**src/hw/rtl/eqrs_pkg.sv**
```systemverilog
// Shared types and constants for the QRS enhancement chain.
package eqrs_pkg;

  localparam int SAMPLE_BITS = 16;
  localparam int DERIV_SHIFT = 2;
  localparam int DERIV_HALF  = 6;

  typedef enum logic [1:0] {
    CFG_PROD_LEN    = 2'd0,
    CFG_INTEG_LEN   = 2'd1,
    CFG_INTEG_SHIFT = 2'd2,
    CFG_UNUSED      = 2'd3
  } cfg_idx_t;

  typedef enum logic [6:0] {
    ST_IDLE  = 7'b0000001,
    ST_DERIV = 7'b0000010,
    ST_MUL   = 7'b0000100,
    ST_IRD   = 7'b0001000,
    ST_IWR   = 7'b0010000,
    ST_OUT   = 7'b0100000,
    ST_NEXT  = 7'b1000000
  } state_t;

endpackage

```
**src/hw/rtl/eqrs_stream_if.sv**
```systemverilog
// Valid/ready channel interfaces for the input, result and configuration channels.
interface eqrs_in_if;
  import eqrs_pkg::*;
  logic                          valid;
  logic                          ready;
  logic signed [SAMPLE_BITS-1:0] sample;
  logic                          last;
  modport source (output valid, output sample, output last, input ready);
  modport sink (input valid, input sample, input last, output ready);
endinterface

interface eqrs_out_if;
  logic               valid;
  logic               ready;
  logic signed [31:0] value;
  logic               last_res;
  modport source (output valid, output value, output last_res, input ready);
  modport sink (input valid, input value, input last_res, output ready);
endinterface

interface eqrs_cfg_if;
  logic       valid;
  logic       ready;
  logic [1:0] index;
  logic [5:0] data;
  modport source (output valid, output index, output data, input ready);
  modport sink (input valid, input index, input data, output ready);
endinterface

```
**src/hw/rtl/ecg_qrs_enhance_filter_chain.sv**
```systemverilog
// Top level of the QRS enhancement chain: derivative, neighbor product, moving integration.
// Latency: a result leaves 6 + prod_len/2 + integ_len/2 items after its sample.
// Flow: a new item is taken only in idle, once the previous one has left the chain; the
//   shared multiplier steps once per product factor, and out stalls hold the chain. A last
//   item flushes 6 + prod_len/2 + integ_len/2 extra positions: derivative, product and
//   integration positions, each padded at its own stage and passed on like an item.
// Reset: synchronous, active low. Registers return to 3/37/5; the integration
//   window is cleared lazily by a per-record fill count, so no clearing pass.
module ecg_qrs_enhance_filter_chain #(
  parameter int MAX_PROD_LEN  = 8,
  parameter int MAX_INTEG_LEN = 64
) (
  input logic clk,
  input logic rst_n,
  eqrs_in_if.sink   in_ch,
  eqrs_out_if.source out_ch,
  eqrs_cfg_if.sink  cfg_ch
);
  import eqrs_pkg::*;

  localparam int IW  = $clog2(MAX_INTEG_LEN);
  localparam int PW  = $clog2(MAX_PROD_LEN + 1);
  localparam int PIW = (MAX_PROD_LEN > 1) ? $clog2(MAX_PROD_LEN) : 1;
  localparam int CW  = IW + 2;          // startup / flush counters
  localparam int NT  = 12;

  // configuration registers (raw) and latched per-record copies
  logic [3:0] reg_prod_r;
  logic [5:0] reg_integ_r;
  logic [2:0] reg_shift_r;
  logic [PW-1:0] cur_prod_r;
  logic [IW:0]   cur_integ_r;
  logic [2:0]    cur_shift_r;
  logic          open_r;

  state_t state_r;

  logic signed [31:0] taps_r [NT];      // derivative delay line
  logic [31:0] pwin_r [MAX_PROD_LEN];   // product window
  logic [31:0] acc_r;                   // product accumulator
  logic [PIW-1:0] pk_r;
  logic [31:0] dval_r;
  logic [31:0] pval_r;
  logic [31:0] sum_r;
  logic [IW-1:0] ipos_r;
  logic [CW-1:0] cnt0_r, cnt1_r, cnt2_r;
  logic [CW-1:0] fill_r;                // entries written this record
  logic [CW-1:0] fl_r;                  // remaining flush pushes
  logic [1:0]    fst_r;                 // flush stage: 0 deriv, 1 prod, 2 integ
  logic          flushing_r;
  logic          lastin_r;
  logic          emit_r;
  logic [31:0]   res_val_r;             // result waiting for the out register

  logic [31:0] out_val_r;
  logic        out_last_r;
  logic        out_vld_r;

  // integration window memory
  logic          ram_we;
  logic [31:0]   ram_rdata;
  eqrs_ram #(.WIDTH(32), .DEPTH(MAX_INTEG_LEN)) u_iwin (
    .clk   (clk),
    .we    (ram_we),
    .waddr (ipos_r),
    .wdata (pval_r),
    .raddr (ipos_r),
    .rdata (ram_rdata)
  );
  assign ram_we = (state_r == ST_IWR);

  assign cfg_ch.ready = 1'b1;
  assign in_ch.ready  = (state_r == ST_IDLE);
  assign out_ch.valid    = out_vld_r;
  assign out_ch.value    = out_val_r;
  assign out_ch.last_res = out_last_r;

  logic [PW-1:0] cp_in;
  logic [IW:0]   ci_in;
  always_comb begin
    cp_in = (reg_prod_r == 4'd0) ? PW'(1)
          : ((32'(reg_prod_r) > MAX_PROD_LEN) ? PW'(MAX_PROD_LEN) : PW'(reg_prod_r));
    ci_in = (reg_integ_r == 6'd0) ? (IW+1)'(1)
          : ((32'(reg_integ_r) > MAX_INTEG_LEN) ? (IW+1)'(MAX_INTEG_LEN)
          : (IW+1)'(reg_integ_r));
  end

  // derivative of the incoming item dnew, minus twice taps_r[5], plus taps_r[11]
  logic signed [31:0] dnew_r;           // the incoming (or padded) sample
  logic [31:0] dsum;
  always_comb begin
    dsum = 32'(dnew_r) - 32'(taps_r[5]) - 32'(taps_r[5]) + 32'(taps_r[11]);
  end

  logic [31:0] rd_old;
  assign rd_old = (32'(fill_r) > 32'(ipos_r)) ? ram_rdata : 32'd0;
  logic [31:0] sum_nxt;
  assign sum_nxt = sum_r + pval_r - rd_old;

  logic [CW-1:0] half_p, half_i;
  assign half_p = CW'(cur_prod_r >> 1);
  assign half_i = CW'(cur_integ_r >> 1);

  // final push of a flush: last of the last non-empty flush stage
  logic flush_end;
  assign flush_end = flushing_r && (fl_r == CW'(1)) &&
                     ((fst_r == 2'd2) ||
                      ((half_i == '0) && ((fst_r == 2'd1) || (half_p == '0))));

  // out register takes a new result when empty or being drained
  logic out_load;
  assign out_load = (state_r == ST_OUT) && (!out_vld_r || out_ch.ready);

  always_ff @(posedge clk) begin
    if (!rst_n) begin
      reg_prod_r  <= 4'd3;
      reg_integ_r <= 6'd37;
      reg_shift_r <= 3'd5;
      open_r      <= 1'b0;
      state_r     <= ST_IDLE;
      out_vld_r   <= 1'b0;
      flushing_r  <= 1'b0;
      emit_r      <= 1'b0;
    end else begin
      if (out_load) out_vld_r <= 1'b1;
      else if (out_ch.ready) out_vld_r <= 1'b0;
      if (cfg_ch.valid) begin
        unique case (cfg_idx_t'(cfg_ch.index))
          CFG_PROD_LEN:    reg_prod_r  <= cfg_ch.data[3:0];
          CFG_INTEG_LEN:   reg_integ_r <= cfg_ch.data;
          CFG_INTEG_SHIFT: reg_shift_r <= cfg_ch.data[2:0];
          default: ;
        endcase
      end
      unique case (state_r)
        ST_IDLE: begin
          if (in_ch.valid) begin
            dnew_r   <= 32'(in_ch.sample);
            lastin_r <= in_ch.last;
            fst_r    <= 2'd0;
            if (!open_r) begin
              open_r      <= 1'b1;
              cur_prod_r  <= cp_in;
              cur_integ_r <= ci_in;
              cur_shift_r <= reg_shift_r;
              for (int k = 0; k < NT; k++) taps_r[k] <= '0;
              for (int k = 0; k < MAX_PROD_LEN; k++) pwin_r[k] <= 32'd1;
              sum_r  <= '0;
              ipos_r <= '0;
              cnt0_r <= '0; cnt1_r <= '0; cnt2_r <= '0;
              fill_r <= '0;
            end
            state_r <= ST_DERIV;
          end
        end
        ST_DERIV: begin
          emit_r <= 1'b0;
          if (fst_r == 2'd0) begin
            for (int k = NT-1; k > 0; k--) taps_r[k] <= taps_r[k-1];
            taps_r[0] <= dnew_r;
            if (32'(cnt0_r) < 32'(DERIV_HALF + 1)) cnt0_r <= cnt0_r + 1'b1;
            if (32'(cnt0_r) + 1 > DERIV_HALF) begin
              dval_r  <= {{DERIV_SHIFT{dsum[31]}}, dsum[31:DERIV_SHIFT]};
              state_r <= ST_MUL;
            end else state_r <= ST_NEXT;
          end else if (fst_r == 2'd1) begin
            dval_r  <= 32'd1;
            state_r <= ST_MUL;
          end else begin
            pval_r  <= '0;
            state_r <= ST_IRD;
          end
          if (fst_r != 2'd2) begin
            acc_r <= 32'd1;
            pk_r  <= '0;
          end
        end
        ST_MUL: begin
          // first pass shifts the window, then one factor per cycle
          if (pk_r == '0 && acc_r == 32'd1 && !emit_r) begin
            for (int k = MAX_PROD_LEN-1; k > 0; k--) pwin_r[k] <= pwin_r[k-1];
            pwin_r[0] <= dval_r;
            if (32'(cnt1_r) <= 32'(half_p)) cnt1_r <= cnt1_r + 1'b1;
            emit_r <= (32'(cnt1_r) + 1 > 32'(half_p));
            if (!(32'(cnt1_r) + 1 > 32'(half_p))) state_r <= ST_NEXT;
          end else begin
            acc_r <= acc_r * pwin_r[pk_r];
            if (32'(pk_r) + 1 >= 32'(cur_prod_r)) begin
              state_r <= ST_IRD;
              emit_r  <= 1'b0;
            end else pk_r <= pk_r + 1'b1;
          end
        end
        ST_IRD: begin
          if (fst_r != 2'd2) pval_r <= acc_r[31] ? (32'd0 - acc_r) : acc_r;
          state_r <= ST_IWR;
        end
        ST_IWR: begin
          sum_r <= sum_nxt;
          if (32'(fill_r) <= 32'(ipos_r)) fill_r <= CW'(32'(ipos_r) + 1);
          ipos_r <= (32'(ipos_r) + 1 >= 32'(cur_integ_r)) ? '0 : ipos_r + 1'b1;
          if (32'(cnt2_r) <= 32'(half_i)) cnt2_r <= cnt2_r + 1'b1;
          if (32'(cnt2_r) + 1 > 32'(half_i)) begin
            res_val_r <= 32'($signed(sum_nxt) >>> cur_shift_r);
            state_r   <= ST_OUT;
          end else state_r <= ST_NEXT;
        end
        ST_OUT: begin
          if (out_load) begin
            out_val_r  <= res_val_r;
            out_last_r <= flush_end;
            state_r    <= ST_NEXT;
          end
        end
        ST_NEXT: begin
          // decide the next padded push of a flush, or go idle
          if (!flushing_r && lastin_r) begin
            flushing_r <= 1'b1;
            fst_r      <= 2'd0;
            fl_r       <= CW'(DERIV_HALF);
            dnew_r     <= '0;
            state_r    <= ST_DERIV;
          end else if (flushing_r) begin
            if (fl_r > CW'(1)) begin
              fl_r    <= fl_r - 1'b1;
              state_r <= ST_DERIV;
            end else if (fst_r == 2'd0 && half_p != '0) begin
              fst_r <= 2'd1; fl_r <= half_p; state_r <= ST_DERIV;
            end else if (fst_r != 2'd2 && half_i != '0) begin
              fst_r <= 2'd2; fl_r <= half_i; state_r <= ST_DERIV;
            end else begin
              flushing_r <= 1'b0;
              open_r     <= 1'b0;
              state_r    <= ST_IDLE;
            end
          end else state_r <= ST_IDLE;
        end
        default: state_r <= ST_IDLE;
      endcase
    end
  end

  // a result never appears while the block is idle with no record open
  a_out_open: assert property (@(posedge clk) disable iff (!rst_n)
    $rose(out_vld_r) |-> (open_r || $past(open_r))) else $error("result outside record");
  a_in_idle: assert property (@(posedge clk) disable iff (!rst_n)
    (in_ch.valid && in_ch.ready) |=> (state_r == ST_DERIV)) else $error("accept path");
  a_ram_wr: assert property (@(posedge clk) disable iff (!rst_n)
    ram_we |-> $past(state_r == ST_IRD)) else $error("window write without read");
endmodule

```
**src/hw/rtl/eqrs_ram.sv**
```systemverilog
// Generic single-port write, single-port read RAM with registered read data.
module eqrs_ram #(
  parameter int WIDTH = 32,
  parameter int DEPTH = 64
) (
  input  logic                     clk,
  input  logic                     we,
  input  logic [$clog2(DEPTH)-1:0] waddr,
  input  logic [WIDTH-1:0]         wdata,
  input  logic [$clog2(DEPTH)-1:0] raddr,
  output logic [WIDTH-1:0]         rdata
);
  logic [WIDTH-1:0] mem [DEPTH];

  always_ff @(posedge clk) begin
    if (we) begin
      mem[waddr] <= wdata;
    end
    rdata <= mem[raddr];
  end
endmodule

```
**src/flat_wrapper.sv**
```systemverilog
// flat-port wrapper written by rule: the top's interface ports become plain ports
module ecg_qrs_enhance_filter_chain_flat import eqrs_pkg::*;
#(
  parameter int MAX_PROD_LEN  = 8,
  parameter int MAX_INTEG_LEN = 64
)
  (clk, rst_n, in_ch_valid, in_ch_sample, in_ch_last, in_ch_ready, out_ch_valid, out_ch_value, out_ch_last_res, out_ch_ready, cfg_ch_valid, cfg_ch_index, cfg_ch_data, cfg_ch_ready);
  eqrs_in_if in_ch_i ();
  eqrs_out_if out_ch_i ();
  eqrs_cfg_if cfg_ch_i ();
  input logic clk;
  input logic rst_n;
  input wire logic [$bits(in_ch_i.valid)-1:0] in_ch_valid;
  input wire logic [$bits(in_ch_i.sample)-1:0] in_ch_sample;
  input wire logic [$bits(in_ch_i.last)-1:0] in_ch_last;
  output wire logic [$bits(in_ch_i.ready)-1:0] in_ch_ready;
  output wire logic [$bits(out_ch_i.valid)-1:0] out_ch_valid;
  output wire logic [$bits(out_ch_i.value)-1:0] out_ch_value;
  output wire logic [$bits(out_ch_i.last_res)-1:0] out_ch_last_res;
  input wire logic [$bits(out_ch_i.ready)-1:0] out_ch_ready;
  input wire logic [$bits(cfg_ch_i.valid)-1:0] cfg_ch_valid;
  input wire logic [$bits(cfg_ch_i.index)-1:0] cfg_ch_index;
  input wire logic [$bits(cfg_ch_i.data)-1:0] cfg_ch_data;
  output wire logic [$bits(cfg_ch_i.ready)-1:0] cfg_ch_ready;
  assign in_ch_i.valid = in_ch_valid;
  assign in_ch_i.sample = in_ch_sample;
  assign in_ch_i.last = in_ch_last;
  assign in_ch_ready = in_ch_i.ready;
  assign out_ch_valid = out_ch_i.valid;
  assign out_ch_value = out_ch_i.value;
  assign out_ch_last_res = out_ch_i.last_res;
  assign out_ch_i.ready = out_ch_ready;
  assign cfg_ch_i.valid = cfg_ch_valid;
  assign cfg_ch_i.index = cfg_ch_index;
  assign cfg_ch_i.data = cfg_ch_data;
  assign cfg_ch_ready = cfg_ch_i.ready;
  ecg_qrs_enhance_filter_chain #(.MAX_PROD_LEN(MAX_PROD_LEN), .MAX_INTEG_LEN(MAX_INTEG_LEN)) u_core (.clk(clk), .rst_n(rst_n), .in_ch(in_ch_i), .out_ch(out_ch_i), .cfg_ch(cfg_ch_i));
endmodule
```
**config.mk**
```make
export PLATFORM = sky130hd
export DESIGN_NAME = ecg_qrs_enhance_filter_chain_flat
export DESIGN_NICKNAME = d
export VERILOG_FILES = /design/src/hw/rtl/eqrs_pkg.sv /design/src/hw/rtl/eqrs_stream_if.sv /design/src/hw/rtl/ecg_qrs_enhance_filter_chain.sv /design/src/hw/rtl/eqrs_ram.sv /design/src/flat_wrapper.sv
export SDC_FILE = /design/constraint.sdc
export NUM_CORES = 2
export LEC_CHECK = 0
export BUFFER_PORTS_ARGS = -buffer_cell sky130_fd_sc_hd__buf_2
export CAP_MARGIN = 30
export CORE_ASPECT_RATIO = 0.9
export CORE_UTILIZATION = 28
export DETAILED_ROUTE_END_ITERATION = 8
export PLACE_DENSITY_LB_ADDON = 0.08
export SYNTH_ARGS = -nofsm -noshare
export SYNTH_HDL_FRONTEND = slang
export SYNTH_SLANG_ARGS = --single-unit
```
**constraint.sdc**
```tcl
create_clock -name clk -period 24.2 [get_ports clk]
set_input_delay 3.63 -clock clk [delete_from_list [all_inputs] [get_ports clk]]
set_output_delay 3.63 -clock clk [all_outputs]
set_load 0.02 [all_outputs]
```
==> metrics.txt <==
Cell Chain, Critical Path=buf_4 > mux4_2 > mux2_4 > and2_1 > fa_1 > inv_1 > fa_1 > fa_1 > fa_1 > inv_1 > fa_1 > fa_1 > fa_1 > fa_1 > ha_1 > a21o_1 > a21o_1 > a21o_1 > or3_1 > a31o_2 > a21oi_1 > and2_1 > xor2_1 > nor2_1; Avg Vias per Cell=between 4 and 5; maximum VDD drop=329 uV; CTS tree=yes; Syn-to-layout area delta=15.8%; largest net degree at the start of global routing=170; final core utilization=roughly 33%; Gate power share=around 47%; status=completed; fill count=about 43000; final RePlAce weighted congestion=between 0.7 and 0.8; Wirelength per Cell=approximately 29 um; die footprint=around 450000 um^2; row count=approximately 230; delay of the slowest critical-path stage=roughly 0.74 ns; crit path launch type=flop; asr flop ratio synth=0%; NetSw=around 0.0077 W; Clk pwr share=about a quarter; # DRC=0; Iter 0 DRT Violations=6940; Worst-Margin Slew=roughly 1.2 ns; share of cells above drive strength 1=between 10% and 20%; first drt pass iteration count=5; Final min period=about 9.4 ns; total CTS buffers=331; overall routing resource usage=18.9%; Seq pwr share=28.0%; clock skew=between 0.09 and 0.1 ns; slowest stage cell on the critical path=buf_4; PwrDens=approximately 140 nW/um^2; CP required=~25 ns; Avg Cell Area, Syn=approximately 15 um^2; hold_sp=u_core.res_val_r[15]; dominant cell type by area after synthesis=edfxtp_1; Switching Fraction=38.5%; vias=between 70000 and 80000; flops & latches, synth=between 2000 and 3000; WS Path Type=flop to flop; cell mode on critical path=fa_1; Arr. time, crit path=between 10 and 15 ns; sequential area share after synthesis=between 60% and 70%; library cells used by synthesis=just under 90; Final Instance Area=roughly 150000 um^2; area of the multi-input gates=38300 um^2; area share of the largest cell type after synthesis=between 60% and 70%; Final Max Slew Viols=0; crit-path max FO=between 40 and 50; count of cells resized by post-cts repair=0; post-DP HPWL=259000 um; CP endpoint kind=flop; postcts setup bufs=0; Register Area=about 84000 um^2; initial core utilization=between 20% and 30%; Die Ht=637 um; number of global-route vias before repair=approximately 75000; Hold-fix buffers, CTS=0; WL final=around 440000 um; most common cell after layout, fill and taps aside=edfxtp_1; number of max-cap violations=0; Final setup viols=0; Slew headroom=a little over a fifth; Yosys warning count=0; Die Span X=around 700 um; Routed Antenna Nets=0; number of flops mapped to enable cells by yosys=2751; area of the mapped netlist=roughly 130000 um^2; Syn Nets=roughly 9000; Internal Power=~0.012 W; Core ar.=around 440000 um^2; Post-Synthesis Cells=between 8000 and 9000; # clock sinks=2810; most frequent cells in the layout=edfxtp_1 (2751), a22oi_1 (818), and2_1 (699), inv_1 (613), fa_1 (455); RSZ-0062 raised after global routing=no; top achievable clock speed=roughly 110 MHz; CTS max path bufs=4; num ports=66; final hold vios=0; number of port buffers=64; Setup TNS=0 ns; most common flop cell mapped by yosys=edfxtp_1; Clk Tree Root Cell=clkbuf_16; Nets=9273; first-pass GRT wire length=about 610000 um; clk slew on worst S/H paths=0.07 ns; initial antenna violation count=39; grt total ovfl=0; ranking of synthesized cells by area=edfxtp_1 (66%), fa_1 (7.3%), a22oi_1 (4.9%); Tcrit/Tclk final=between 30% and 40%; Area after DPL=135000 um^2; LEAKAGE=around 49 nW; clk_lat worst skew=~1 ns; CTS H-Tree Depth=5; HP Class=flop to flop
cell usage after synthesis (all sizes together) (6+ instances only):
cell	n
nor3b	8
dfxtp	59
o22ai	7
a21o	45
or3	25
nor4	46
a211oi	9
edfxtp	2751
a221oi	125
o21ai	65
nor2b	103
a22oi	818
nand3b	6
or4	9
mux4	51
clkbuf	432
mux2	19
a2111oi	6
or2	13
a41oi	100
inv	617
nand2b	32
a22o	104
ha	216
o31ai	18
and2	699
o21bai	6
buf	55
nand3	77
o21a	17
nor3	55
xnor2	99
mux2i	82
nor2	299
o211ai	6
a31o	7
fa	455
xor2	84
nand2	340
nand4	63
and3	23
a31oi	112
a21oi	152
routing by layer:
| layer | wire length (um) | vias to the layer above | global-route usage (%) |
|---|---|---|---|
| li1 | - | 31827 | - |
| met2 | 198000 | 1876 | 29.7 |
| met3 | 19800 | 465 | 2.17 |
| met1 | 210000 | 39893 | 28.3 |
| met5 | 36 | - | 0 |
| met4 | 8080 | 6 | 3.61 |
flip-flops by register name (all words and copies together) (netlist names), 16 cells and up, named ones only:
name	flops
u_core.acc_r	32
u_core.dnew_r	16
u_core.dval_r	30
u_core.out_ch.value	32
u_core.pval_r	32
u_core.pwin_r	240
u_core.res_val_r	32
u_core.sum_r	32
u_core.taps_r	192
u_core.u_iwin.mem	2048
u_core.u_iwin.rdata	32
metrics by stage:
stage          hold WS [ns]  total power, W  cells  setup WS [ns]
2_1_floorplan         0.400          0.0123   8372           7.79
3_3_place_gp          0.406          0.0153  14179          14.79
3_5_place_dp          0.406          0.0152  14201          14.72
4_1_cts               0.419          0.0203  14805          14.68
5_1_grt               0.427          0.0213  14812          14.35
6_report              0.421          0.0199  14820          14.81
cell families after synthesis:
| group | share of synthesized area, % |
|---|---|
| multiplexers | 1.76 |
| AO/OA/AOI/OAI | 9.69 |
| XOR/XNOR | 1.32 |
| buffers and inverters | 3.39 |
| adder cells (fa/ha/maj) | 9.41 |
| AND/OR/NAND/NOR | 7.65 |
| flip-flops | 66.8 |
| other | 0.00299 |
final cells by class:
type                            instances  area share [%]
Sequential cell                      2810            57.7
Multi-Input combinational cell       4454            26.3
Inverter                              621            1.60
Tap cell                             5967            5.14
Clock inverter                        193            1.22
Antenna cell                           10          0.0172
Timing Repair Buffer                  354            1.95
Clock buffer                          411            6.07
power by group through the flow:
stage / registers (W) / clock network, W / logic [W]
floorplan: 0.00569 / 0 / 0.00661
global placement: 0.00569 / 0 / 0.00960
detailed placement: 0.00568 / 0 / 0.00955
CTS: 0.00558 / 0.00507 / 0.00963
global route: 0.00560 / 0.00524 / 0.0105
finish: 0.00558 / 0.00494 / 0.00942
worst max-delay path, delay by kind of cell (launching register included):
kind,cells,cell delay (ns)
AO/OA/AOI/OAI,5,1.21
XOR/XNOR,1,0.18
adder cells (fa/ha/maj),9,4.35
buffers and inverters,3,0.84
flip-flops,1,0.65
multiplexers,2,0.90
AND/OR/NAND/NOR,4,0.89
worst paths after layout:
check | slack [ns] | endpoint | cells past startpoint
max reg2reg | 14.81 | u_core.acc_r[29] | 24
max | 14.81 | u_core.acc_r[29] | 24
min reg2reg | 0.42 | u_core.out_ch.value[15] | 0
min | 0.42 | u_core.out_ch.value[15] | 0
(Power assumes the default switching activity.)
